--- config.mk ---
export PLATFORM = sky130hd
export DESIGN_NAME = bbge_window
export DESIGN_NICKNAME = d
export VERILOG_FILES = /design/src/rtl/bbge_pkg.sv /design/src/rtl/bbge_window.sv
export SDC_FILE = /design/constraint.sdc
export NUM_CORES = 1
export LEC_CHECK = 0
export BUFFER_PORTS_ARGS = -buffer_cell sky130_fd_sc_hd__buf_2
export CAP_MARGIN = 0
export CORE_MARGIN = 2
export CORE_UTILIZATION = 61
export CTS_CLUSTER_DIAMETER = 100
export DETAILED_ROUTE_END_ITERATION = 10
export MAX_ROUTING_LAYER = met4
export PLACE_DENSITY = 0.77
export SYNTH_ARGS = -nofsm -noshare
export SYNTH_HDL_FRONTEND = slang
export SYNTH_SLANG_ARGS = --single-unit
--- constraint.sdc ---
create_clock -name aclk -period 14.2 [get_ports aclk]
set_input_delay 2.13 -clock aclk [delete_from_list [all_inputs] [get_ports aclk]]
set_output_delay 2.13 -clock aclk [all_outputs]
set_load 0.05 [all_outputs]
--- src/rtl/bbge_pkg.sv ---
// Shared types and constants for the Brian's Brain grid engine.
`default_nettype none

package bbge_pkg;

    // Fixed field widths of the item channels.
    localparam int CMD_W   = 2;
    localparam int COORD_W = 6;
    localparam int CELL_W  = 2;
    localparam int POP_W   = 13;
    localparam int GEN_W   = 32;

    // Command codes; the unused code behaves as a read.
    localparam logic [CMD_W-1:0] CMD_CYCLE = 2'd0;
    localparam logic [CMD_W-1:0] CMD_STEP  = 2'd1;
    localparam logic [CMD_W-1:0] CMD_READ  = 2'd2;

    // Cell state codes.
    localparam logic [CELL_W-1:0] ST_OFF   = 2'd0;
    localparam logic [CELL_W-1:0] ST_ON    = 2'd1;
    localparam logic [CELL_W-1:0] ST_DYING = 2'd2;

    // Controller states.
    typedef enum logic [2:0] {
        FSM_CLEAR,
        FSM_IDLE,
        FSM_CELL,
        FSM_STEP,
        FSM_DRAIN,
        FSM_OUT
    } fsm_t;

    // Tag that travels with each read of the generation sweep.
    typedef struct packed {
        logic valid;
        logic compute;
        logic last;
    } win_ctl_t;

    // Result of the neighborhood evaluation for one cell.
    typedef struct packed {
        logic              we;
        logic              done;
        logic              born;
        logic              died;
        logic [CELL_W-1:0] state;
    } win_res_t;

endpackage

`default_nettype wire

--- src/rtl/bbge_window.sv ---
// Row-buffer window over the cell stream and the Brian's Brain update rule.
`default_nettype none

module bbge_window
    import bbge_pkg::*;
#(
    parameter int GRID_SIZE = 64,
    localparam int IDX_W = $clog2(GRID_SIZE)
) (
    input  wire logic              aclk,
    input  wire logic              aresetn,
    input  wire win_ctl_t          ctl_in,
    input  wire logic [IDX_W-1:0]  col_in,
    input  wire logic [CELL_W-1:0] rd_data,
    output win_res_t               res
);

    // The line holds the last four rows of the stream; index 0 is the newest cell.
    localparam int LINE = 4 * GRID_SIZE;
    localparam int G    = GRID_SIZE;

    win_ctl_t          s1_ctl_reg, s2_ctl_reg;
    logic [IDX_W-1:0]  s1_col_reg, s2_col_reg;
    logic [CELL_W-1:0] line_reg [LINE];

    logic              first_col, last_col;
    logic [7:0]        nb_on;
    logic [3:0]        n_on;
    logic [CELL_W-1:0] center;
    logic              born;

    // Tag pipeline: stage one waits for the memory, stage two evaluates.
    always_ff @(posedge aclk) begin
        if (!aresetn) begin
            s1_ctl_reg <= '0;
            s2_ctl_reg <= '0;
        end else begin
            s1_ctl_reg <= ctl_in;
            s2_ctl_reg <= s1_ctl_reg;
        end
    end

    always_ff @(posedge aclk) begin
        s1_col_reg <= col_in;
        s2_col_reg <= s1_col_reg;
    end

    // Shift each arriving cell into the row buffers.
    always_ff @(posedge aclk) begin
        if (s1_ctl_reg.valid) begin
            line_reg[0] <= rd_data;
            for (int k = 1; k < LINE; k++) begin
                line_reg[k] <= line_reg[k-1];
            end
        end
    end

    // The evaluated cell sits at the middle of the line, two rows behind the newest cell.
    // Edge columns take their wrapped neighbors from the adjacent tap.
    assign first_col = (s2_col_reg == '0);
    assign last_col  = (s2_col_reg == IDX_W'(G - 1));
    assign center    = line_reg[2*G];

    always_comb begin
        nb_on[0] = first_col ? (line_reg[1]     == ST_ON) : (line_reg[G+1]   == ST_ON);
        nb_on[1] = (line_reg[G] == ST_ON);
        nb_on[2] = last_col  ? (line_reg[2*G-1] == ST_ON) : (line_reg[G-1]   == ST_ON);
        nb_on[3] = first_col ? (line_reg[G+1]   == ST_ON) : (line_reg[2*G+1] == ST_ON);
        nb_on[4] = last_col  ? (line_reg[3*G-1] == ST_ON) : (line_reg[2*G-1] == ST_ON);
        nb_on[5] = first_col ? (line_reg[2*G+1] == ST_ON) : (line_reg[3*G+1] == ST_ON);
        nb_on[6] = (line_reg[3*G] == ST_ON);
        nb_on[7] = last_col  ? (line_reg[4*G-1] == ST_ON) : (line_reg[3*G-1] == ST_ON);
    end

    assign n_on = 4'($countones(nb_on));
    assign born = (center != ST_ON) && (center != ST_DYING) && (n_on == 4'd2);

    // Next state of the center cell and its effect on the population.
    always_comb begin
        res.we   = s2_ctl_reg.valid && s2_ctl_reg.compute;
        res.done = s2_ctl_reg.valid && s2_ctl_reg.last;
        res.born = res.we && born;
        res.died = res.we && (center == ST_DYING);
        case (center)
            ST_ON:    res.state = ST_DYING;
            ST_DYING: res.state = ST_OFF;
            default:  res.state = born ? ST_ON : ST_OFF;
        endcase
    end

endmodule

`default_nettype wire

### Word-level counts from Yosys, hierarchy flattened

Memory sizes are Yosys's and may differ from the RTL's.
Index checks and enable logic that the tools add are counted.

* register bits: 18
* memory bits (writable): 512
* memories: 1
* output and inout bits: 6

* reduce and logical (&&, ||, !) cells: 7
* equality and inequality tests: 16
* add/sub/neg operators: 7
* mux-type cells: 10

Memories
* line_reg: depth 256, width 2, read ports 256, clocked after Yosys merged registers in 0, write ports 256, RTL line bbge_window.sv:24 `logic [CELL_W-1:0] line_reg [LINE];`

Operators by type and width (number)
* $eq A2 B1 Y1 const B: 11
* $mux W1: 9
* $add A1 B1 Y2: 4
* $add A2 B2 Y3: 2
* $eq A6 B6 Y1 const B: 1
* $logic_and A1 B1 Y1: 6
* $logic_not A6 Y1: 1
* $add A3 B3 Y4: 1
* $eq A4 B2 Y1 const B: 1
* $pmux W2 S2: 1
* $eq A2 B2 Y1 const B: 1
* $ne A2 B1 Y1 const B: 1
* $ne A2 B2 Y1 const B: 1

### Longest topological paths before layout

Gate-level depths: netlist (run 1).

* depth after elaboration: 9
* depth in mapped cells: 12

### Worst setup path before layout (run 1)

Ideal clock, no wire load.

* path kind: register to register
* start: reg s1_ctl_reg[2] (netlist bit)
* end: reg s2_ctl_reg[2] (netlist bit)
* arrival time: 12324 ps
* data required time: 14072 ps
* slack: 1749 ps
* cell stages (with the launch flop): 2
* period minus slack after synthesis: 12451 ps
* cells stage by stage: dfxtp_1 -> and2_1

RTL lines
* start, declared: RTL line bbge_window.sv:22 `win_ctl_t s1_ctl_reg, s2_ctl_reg;`
* start signal, assigned: RTL line bbge_window.sv:38 `s1_ctl_reg <= ctl_in;`
* end signal, assigned: RTL line bbge_window.sv:39 `s2_ctl_reg <= s1_ctl_reg;`
* end, declared: RTL line bbge_window.sv:22

No word-level cell between the ends.

==> flow_metrics.py, run 1 <==
metrics = {
    "global_route": {
        "grt_pass1_vias": 5548,
        "grt_usage": 0.153,
        "grt_pass1_wl_um": 31000,
        "overflow": 0,
        "antenna_found_initial": 0,
        "grt_max_degree": 97,
    },
    "timing": {
        "setup_viol": 0,
        "fmax_mhz": 152,
        "hold_viol": 0,
        "min_period_ns": 6.58,
        "finClkSkew_ns": 0.0105,
        "finalHoldWorstSlack_ns": 0.328,
        "relSlewSlack": 0.259,
        "finalCritPeriodShare": 0.463,
        "drv_slew": 0,
        "finalSetupTns_ns": 0,
        "worst-slew-pin-transition_ns": 1.11,
        "rsz0062_at_grt": "false",
    },
    "place": {
        "dp.cells": 939,
        "gp_congestion": 0.744,
        "dp_hpwl_um": 8460,
        "portBuffers": 18,
    },
    "power": {
        "power_leakage_nw": 6.01,
        "ir_drop_mv": 0.177,
        "total_power_mw": 3.07,
        "powerDensity_nw_per_um2": 168,
    },
    "critical_path": {
        "slowest_stage": "fa_1",
        "crit_path_max_fanout": 3,
        "crit_type": "flip-flop to primary output",
        "cp-end-kind": "primary output",
        "start_kind": "flip-flop",
        "critPathMaxStageDelay_ns": 0.55,
        "worstPathCellList": "nor4_2, nand2_2, mux2i_1, fa_1, fa_1, inv_1, fa_1, inv_1, ha_1, fa_1, and3_1, o2111a_1, buf_2",
        "worstPathArrival_ns": 4.45,
        "crit_top_cell": "fa_1",
        "worstPathRequired_ns": 12.07,
        "reg2reg_depth": 2,
    },
    "floorplanning": {
        "dieArea_sq_um": 27800,
        "coreArea_sq_um": 26100,
        "dieWidth_um": 167,
        "placementRows": 59,
        "start_util": 0.620,
        "ioPinCount": 19,
        "die_h_um": 167,
    },
    "clocking": {
        "clk_latency_ns": 0.54,
        "htreeDepth": 2,
        "clk_path_buf_depth": 3,
        "root_buffer": "clkbuf_16",
        "cts.sinks": 530,
        "cts.clk_slew.worst_paths_ns": 0.06,
        "ctsHoldBuffers": 0,
        "cts_tree": "yes",
        "cts_resized": 0,
        "cts_setup_buffers": 0,
        "cts_buffers": 47,
    },
    "yosys": {
        "yosysWarnings": 0,
        "synth_cells": 581,
        "synth_area_leaders": "edfxtp_1 (95%), dfxtp_1 (2.2%), fa_1 (0.50%), ha_1 (0.39%), and2_1 (0.31%)",
        "synth-seq-area-share": 0.974,
        "syn_area_sq_um": 16200,
        "syn_area_per_cell_sq_um": 27.8,
        "synth_nets": 603,
        "synth_seq_cells": 530,
        "synth_top_area_cell": "edfxtp_1",
        "synth_top_area_frac": 0.952,
        "yosysUniqueCellTypes": 20,
    },
    "layout": {
        "final_util": 0.699,
        "diodes": 0,
        "nNetsFinal": 675,
        "fin_cells": 1023,
        "area_delta_synth_final_pct": 12.7,
        "final_layout_size_suffix_gt1_frac": 0.137,
        "largest_register_ffs": 512,
    },
    "route": {
        "via_per_inst": 5.26,
        "ant_nets": 0,
        "drc": 0,
        "wirelength_um": 20200,
        "routedWlPerCell_um": 19.7,
        "drt_pass1_iterations": 4,
        "drtIter0Drc": 576,
        "vias": 5380,
    },
    "min_path": {
        "hp-class": "flip-flop to flip-flop",
        "whs_path_depth": 0,
    },
    "outcome": {
        "status": "finished, final reports clean",
    },
    "run": {
        "drv_cap": 0,
    },
}
-- synthesized netlist by cell type (all sizes together) --
| master | number |
|---|---|
| nand2b | 4 |
| edfxtp | 512 |
| a21oi | 1 |
| nor2 | 3 |
| dfxtp | 18 |
| ha | 5 |
| and2 | 8 |
| nor4 | 1 |
| fa | 4 |
| nor2b | 7 |
| o2111a | 1 |
| o211a | 1 |
| mux2i | 5 |
| and3 | 2 |
| nand2 | 2 |
| nand4 | 1 |
| inv | 5 |
| mux2 | 1 |
-- metal layers --
layer / vias up / wire length (um) / track usage
met5: - / 0 / -
met4: 0 / 452 / 0.0521
met3: 36 / 866 / 0.0402
met2: 97 / 9400 / 0.221
met1: 2783 / 9430 / 0.219
li1: 2464 / - / -
-- path summary, 6_finish.rpt --
check / slack (ns) / startpoint / endpoint
setup / recovery: 7.62 / s2_col_reg[2] / res[3]
hold / removal: 0.33 / s1_col_reg[5] / s2_col_reg[5]
hold reg to reg: 0.33 / s1_col_reg[5] / s2_col_reg[5]
setup reg to reg: 10.92 / s1_ctl_reg[2] / line_reg[0][107]
-- layout make-up --
cell class | count | area (sq um)
inverter | 5 | 18.8
sequential | 530 | 15700
tap | 335 | 419
multi-input combinational | 46 | 404
fill | 1474 | 7850
clock inverter | 29 | 248
clock buffer | 55 | 1250
timing repair buffer | 23 | 128
-- through the flow --
step / area (sq um) / worst slack [ns]
4_1_cts: 18200 / 7.53
5_1_grt: 18200 / 7.44
3_3_place_gp: 16700 / 8.25
2_1_floorplan: 16200 / 1.75
6_report: 18200 / 7.62
3_5_place_dp: 16700 / 8.16
-- power breakdown --
part           switching (mW)  internal (mW)  total (mW)
Clock                   0.526          0.702        1.23
Sequential             0.0233           1.78        1.80
Combinational          0.0304        0.00717      0.0376
-- cells by family (layout without fill, tap and decap cells) --
family / after synthesis / after routing / share of synthesized area
AO/OA/AOI/OAI: 3 / 3 / 0.00163
adder cells (fa/ha/maj): 9 / 9 / 0.00883
buffers and inverters: 5 / 112 / 0.00116
flip-flops: 530 / 530 / 0.974
multiplexers: 6 / 6 / 0.00379
AND/OR/NAND/NOR: 28 / 28 / 0.0108
-- placed cells by master (no fill, tap or decap), types with 2 or more instances in the layout --
master | netlist | layout
clkbuf_1 | 0 | 6
inv_1 | 5 | 5
dfxtp_1 | 18 | 17
mux2i_1 | 5 | 5
clkbuf_16 | 0 | 49
nor2_1 | 2 | 2
edfxtp_1 | 512 | 512
ha_1 | 5 | 5
fa_1 | 4 | 4
bufinv_16 | 0 | 4
buf_2 | 0 | 18
clkinv_1 | 0 | 12
nand2b_1 | 4 | 4
nor2b_1 | 7 | 7
and2_1 | 8 | 8
and3_1 | 2 | 2
buf_4 | 0 | 5
clkinv_2 | 0 | 7
clkinvlp_4 | 0 | 4
-- critical path, delay by kind of cell (launching register included) --
family          cells  cell delay [ns]
compound gates      1             0.24
fa+ha+maj           5             2.15
buf+inv             3             0.32
flops               1             0.33
mux                 1             0.23
simple gates        3             0.65
Note: power is estimated with default switching activity, not from simulation.
==> run 2: changes to the inputs <==
CORE_UTILIZATION = 55   (was 61)
PLACE_DENSITY = 0.74   (was 0.77)
clock period = 5.8 ns   (was 14.2 ns; I/O delays follow)
==> flow_metrics.py, run 2 (synthesis gave the netlist of run 1 again) <==
metrics = {
    "outcome": {
        "status": "finished, final reports clean",
    },
    "power": {
        "power_leakage_nw": 6.09,
        "powerDensity_nw_per_um2": 418,
        "ir_drop_mv": 0.315,
    },
    "timing": {
        "relSlewSlack": 0.304,
        "setup_viol": 0,
        "finalHoldWorstSlack_ns": 0.338,
        "worst-slew-pin-transition_ns": 1.04,
        "finClkSkew_ns": 0.0163,
        "drv_slew": 0,
        "fmax_mhz": 189,
        "rsz0062_at_grt": "false",
        "hold_viol": 0,
        "finalSetupTns_ns": 0,
        "min_period_ns": 5.30,
        "finalCritPeriodShare": 0.913,
    },
    "clocking": {
        "htreeDepth": 2,
        "cts_tree": "yes",
        "cts_setup_buffers": 0,
        "clk_latency_ns": 0.54,
        "cts_resized": 0,
        "cts.clk_slew.worst_paths_ns": 0.06,
        "cts_buffers": 48,
        "cts.sinks": 530,
        "root_buffer": "clkbuf_16",
        "clk_path_buf_depth": 3,
        "ctsHoldBuffers": 0,
    },
    "floorplanning": {
        "placementRows": 62,
        "coreArea_sq_um": 28800,
        "dieWidth_um": 175,
        "ioPinCount": 19,
        "dieArea_sq_um": 30800,
        "start_util": 0.561,
        "die_h_um": 175,
    },
    "layout": {
        "nNetsFinal": 675,
        "final_common_cell": "edfxtp_1",
        "largest_register_ffs": 512,
        "final_layout_size_suffix_gt1_frac": 0.148,
        "area_delta_synth_final_pct": 13.9,
        "final_cell_mix": "edfxtp_1 (512), clkbuf_16 (49), buf_2 (18)",
        "diodes": 0,
    },
    "global_route": {
        "overflow": 0,
        "grt_pass1_vias": 5417,
        "grt_pass1_wl_um": 30300,
        "grt_max_degree": 193,
        "grt_usage": 0.133,
        "antenna_found_initial": 0,
    },
    "place": {
        "gp_congestion": 0.744,
        "portBuffers": 18,
        "dp_hpwl_um": 8040,
    },
    "critical_path": {
        "startpoint": "s2_col_reg[2]",
        "rrSetupSlack_ns": 3.87,
        "start_kind": "flip-flop",
        "worstPathArrival_ns": 4.43,
        "cp-end-kind": "primary output",
        "crit_type": "flip-flop to primary output",
        "crit_path_max_fanout": 3,
        "r2r_start": "s1_ctl_reg[2]",
        "worstPathRequired_ns": 4.93,
    },
    "route": {
        "drtIter0Drc": 546,
        "vias": 5376,
        "drt_pass1_iterations": 4,
        "routedWlPerCell_um": 18.1,
        "wirelength_um": 19400,
        "via_per_inst": 5.01,
        "drc": 0,
        "ant_nets": 0,
    },
    "min_path": {
        "hold_start": "s1_col_reg[2]",
        "hp-class": "flip-flop to flip-flop",
    },
    "run": {
        "drv_cap": 0,
    },
}
## run 2: changes by cell type in the layout (fill, tap and decap cells not counted)
cell	delta
inv_8	+1
buf_12	+2
clkinv_4	-1
clkinv_1	-6
clkinvlp_4	-2
buf_4	-3
clkbuf_8	+3
inv_6	+1
bufinv_16	+3
clkinv_2	+4
## run 2: metrics by stage
stage	utilization	cells	total power, mW	setup slack [ns]	instance area (sq um)
2_1_floorplan	-	581	4.55	1.25	16200
3_3_place_gp	0.583	987	4.57	1.10	16800
3_5_place_dp	0.583	987	4.58	1.04	16800
4_1_cts	0.640	1074	7.80	0.454	18400
5_1_grt	0.640	1074	7.96	0.294	18400
6_report	0.640	1074	7.70	0.505	18400
## run 2: worst paths after layout
kind / endpoint / cells past startpoint
max: res[3] / 13
min: s2_col_reg[2] / 0
max reg2reg: line_reg[1][219] / 1
min reg2reg: s2_col_reg[2] / 0
## run 2: power breakdown
group          internal (mW)  leakage [nW]  switching, mW
clock                   1.90         0.799           1.30
sequential              4.35          4.96         0.0493
combinational         0.0188         0.333         0.0809
total                   6.27          6.09           1.43
## run 2: layout make-up
cell class	instances	area, sq um
Fill cell	1750	10400
Tap cell	384	480
Timing Repair Buffer	22	145
Multi-Input combinational cell	46	404
Sequential cell	530	15700
Clock buffer	58	1290
Clock inverter	29	332
Inverter	5	18.8
## run 2: worst max-delay path, cell delays in order, from the launching register on
cell,delay (ns)
dfxtp_1,0.31
nor4_2,0.29
nand2_2,0.13
mux2i_1,0.24
fa_1,0.45
fa_1,0.54
inv_1,0.07
fa_1,0.54
inv_1,0.05
ha_1,0.21
fa_1,0.39
nor2_1,0.18
o2111a_1,0.20
buf_2,0.26
## run 2: routing by layer
| metal | vias up | track usage | routed length (um) |
|---|---|---|---|
| li1 | 2463 | - | - |
| met1 | 2766 | 0.197 | 9420 |
| met2 | 96 | 0.183 | 8640 |
| met3 | 51 | 0.0327 | 819 |
| met4 | 0 | 0.0500 | 531 |
| met5 | - | - | 0 |
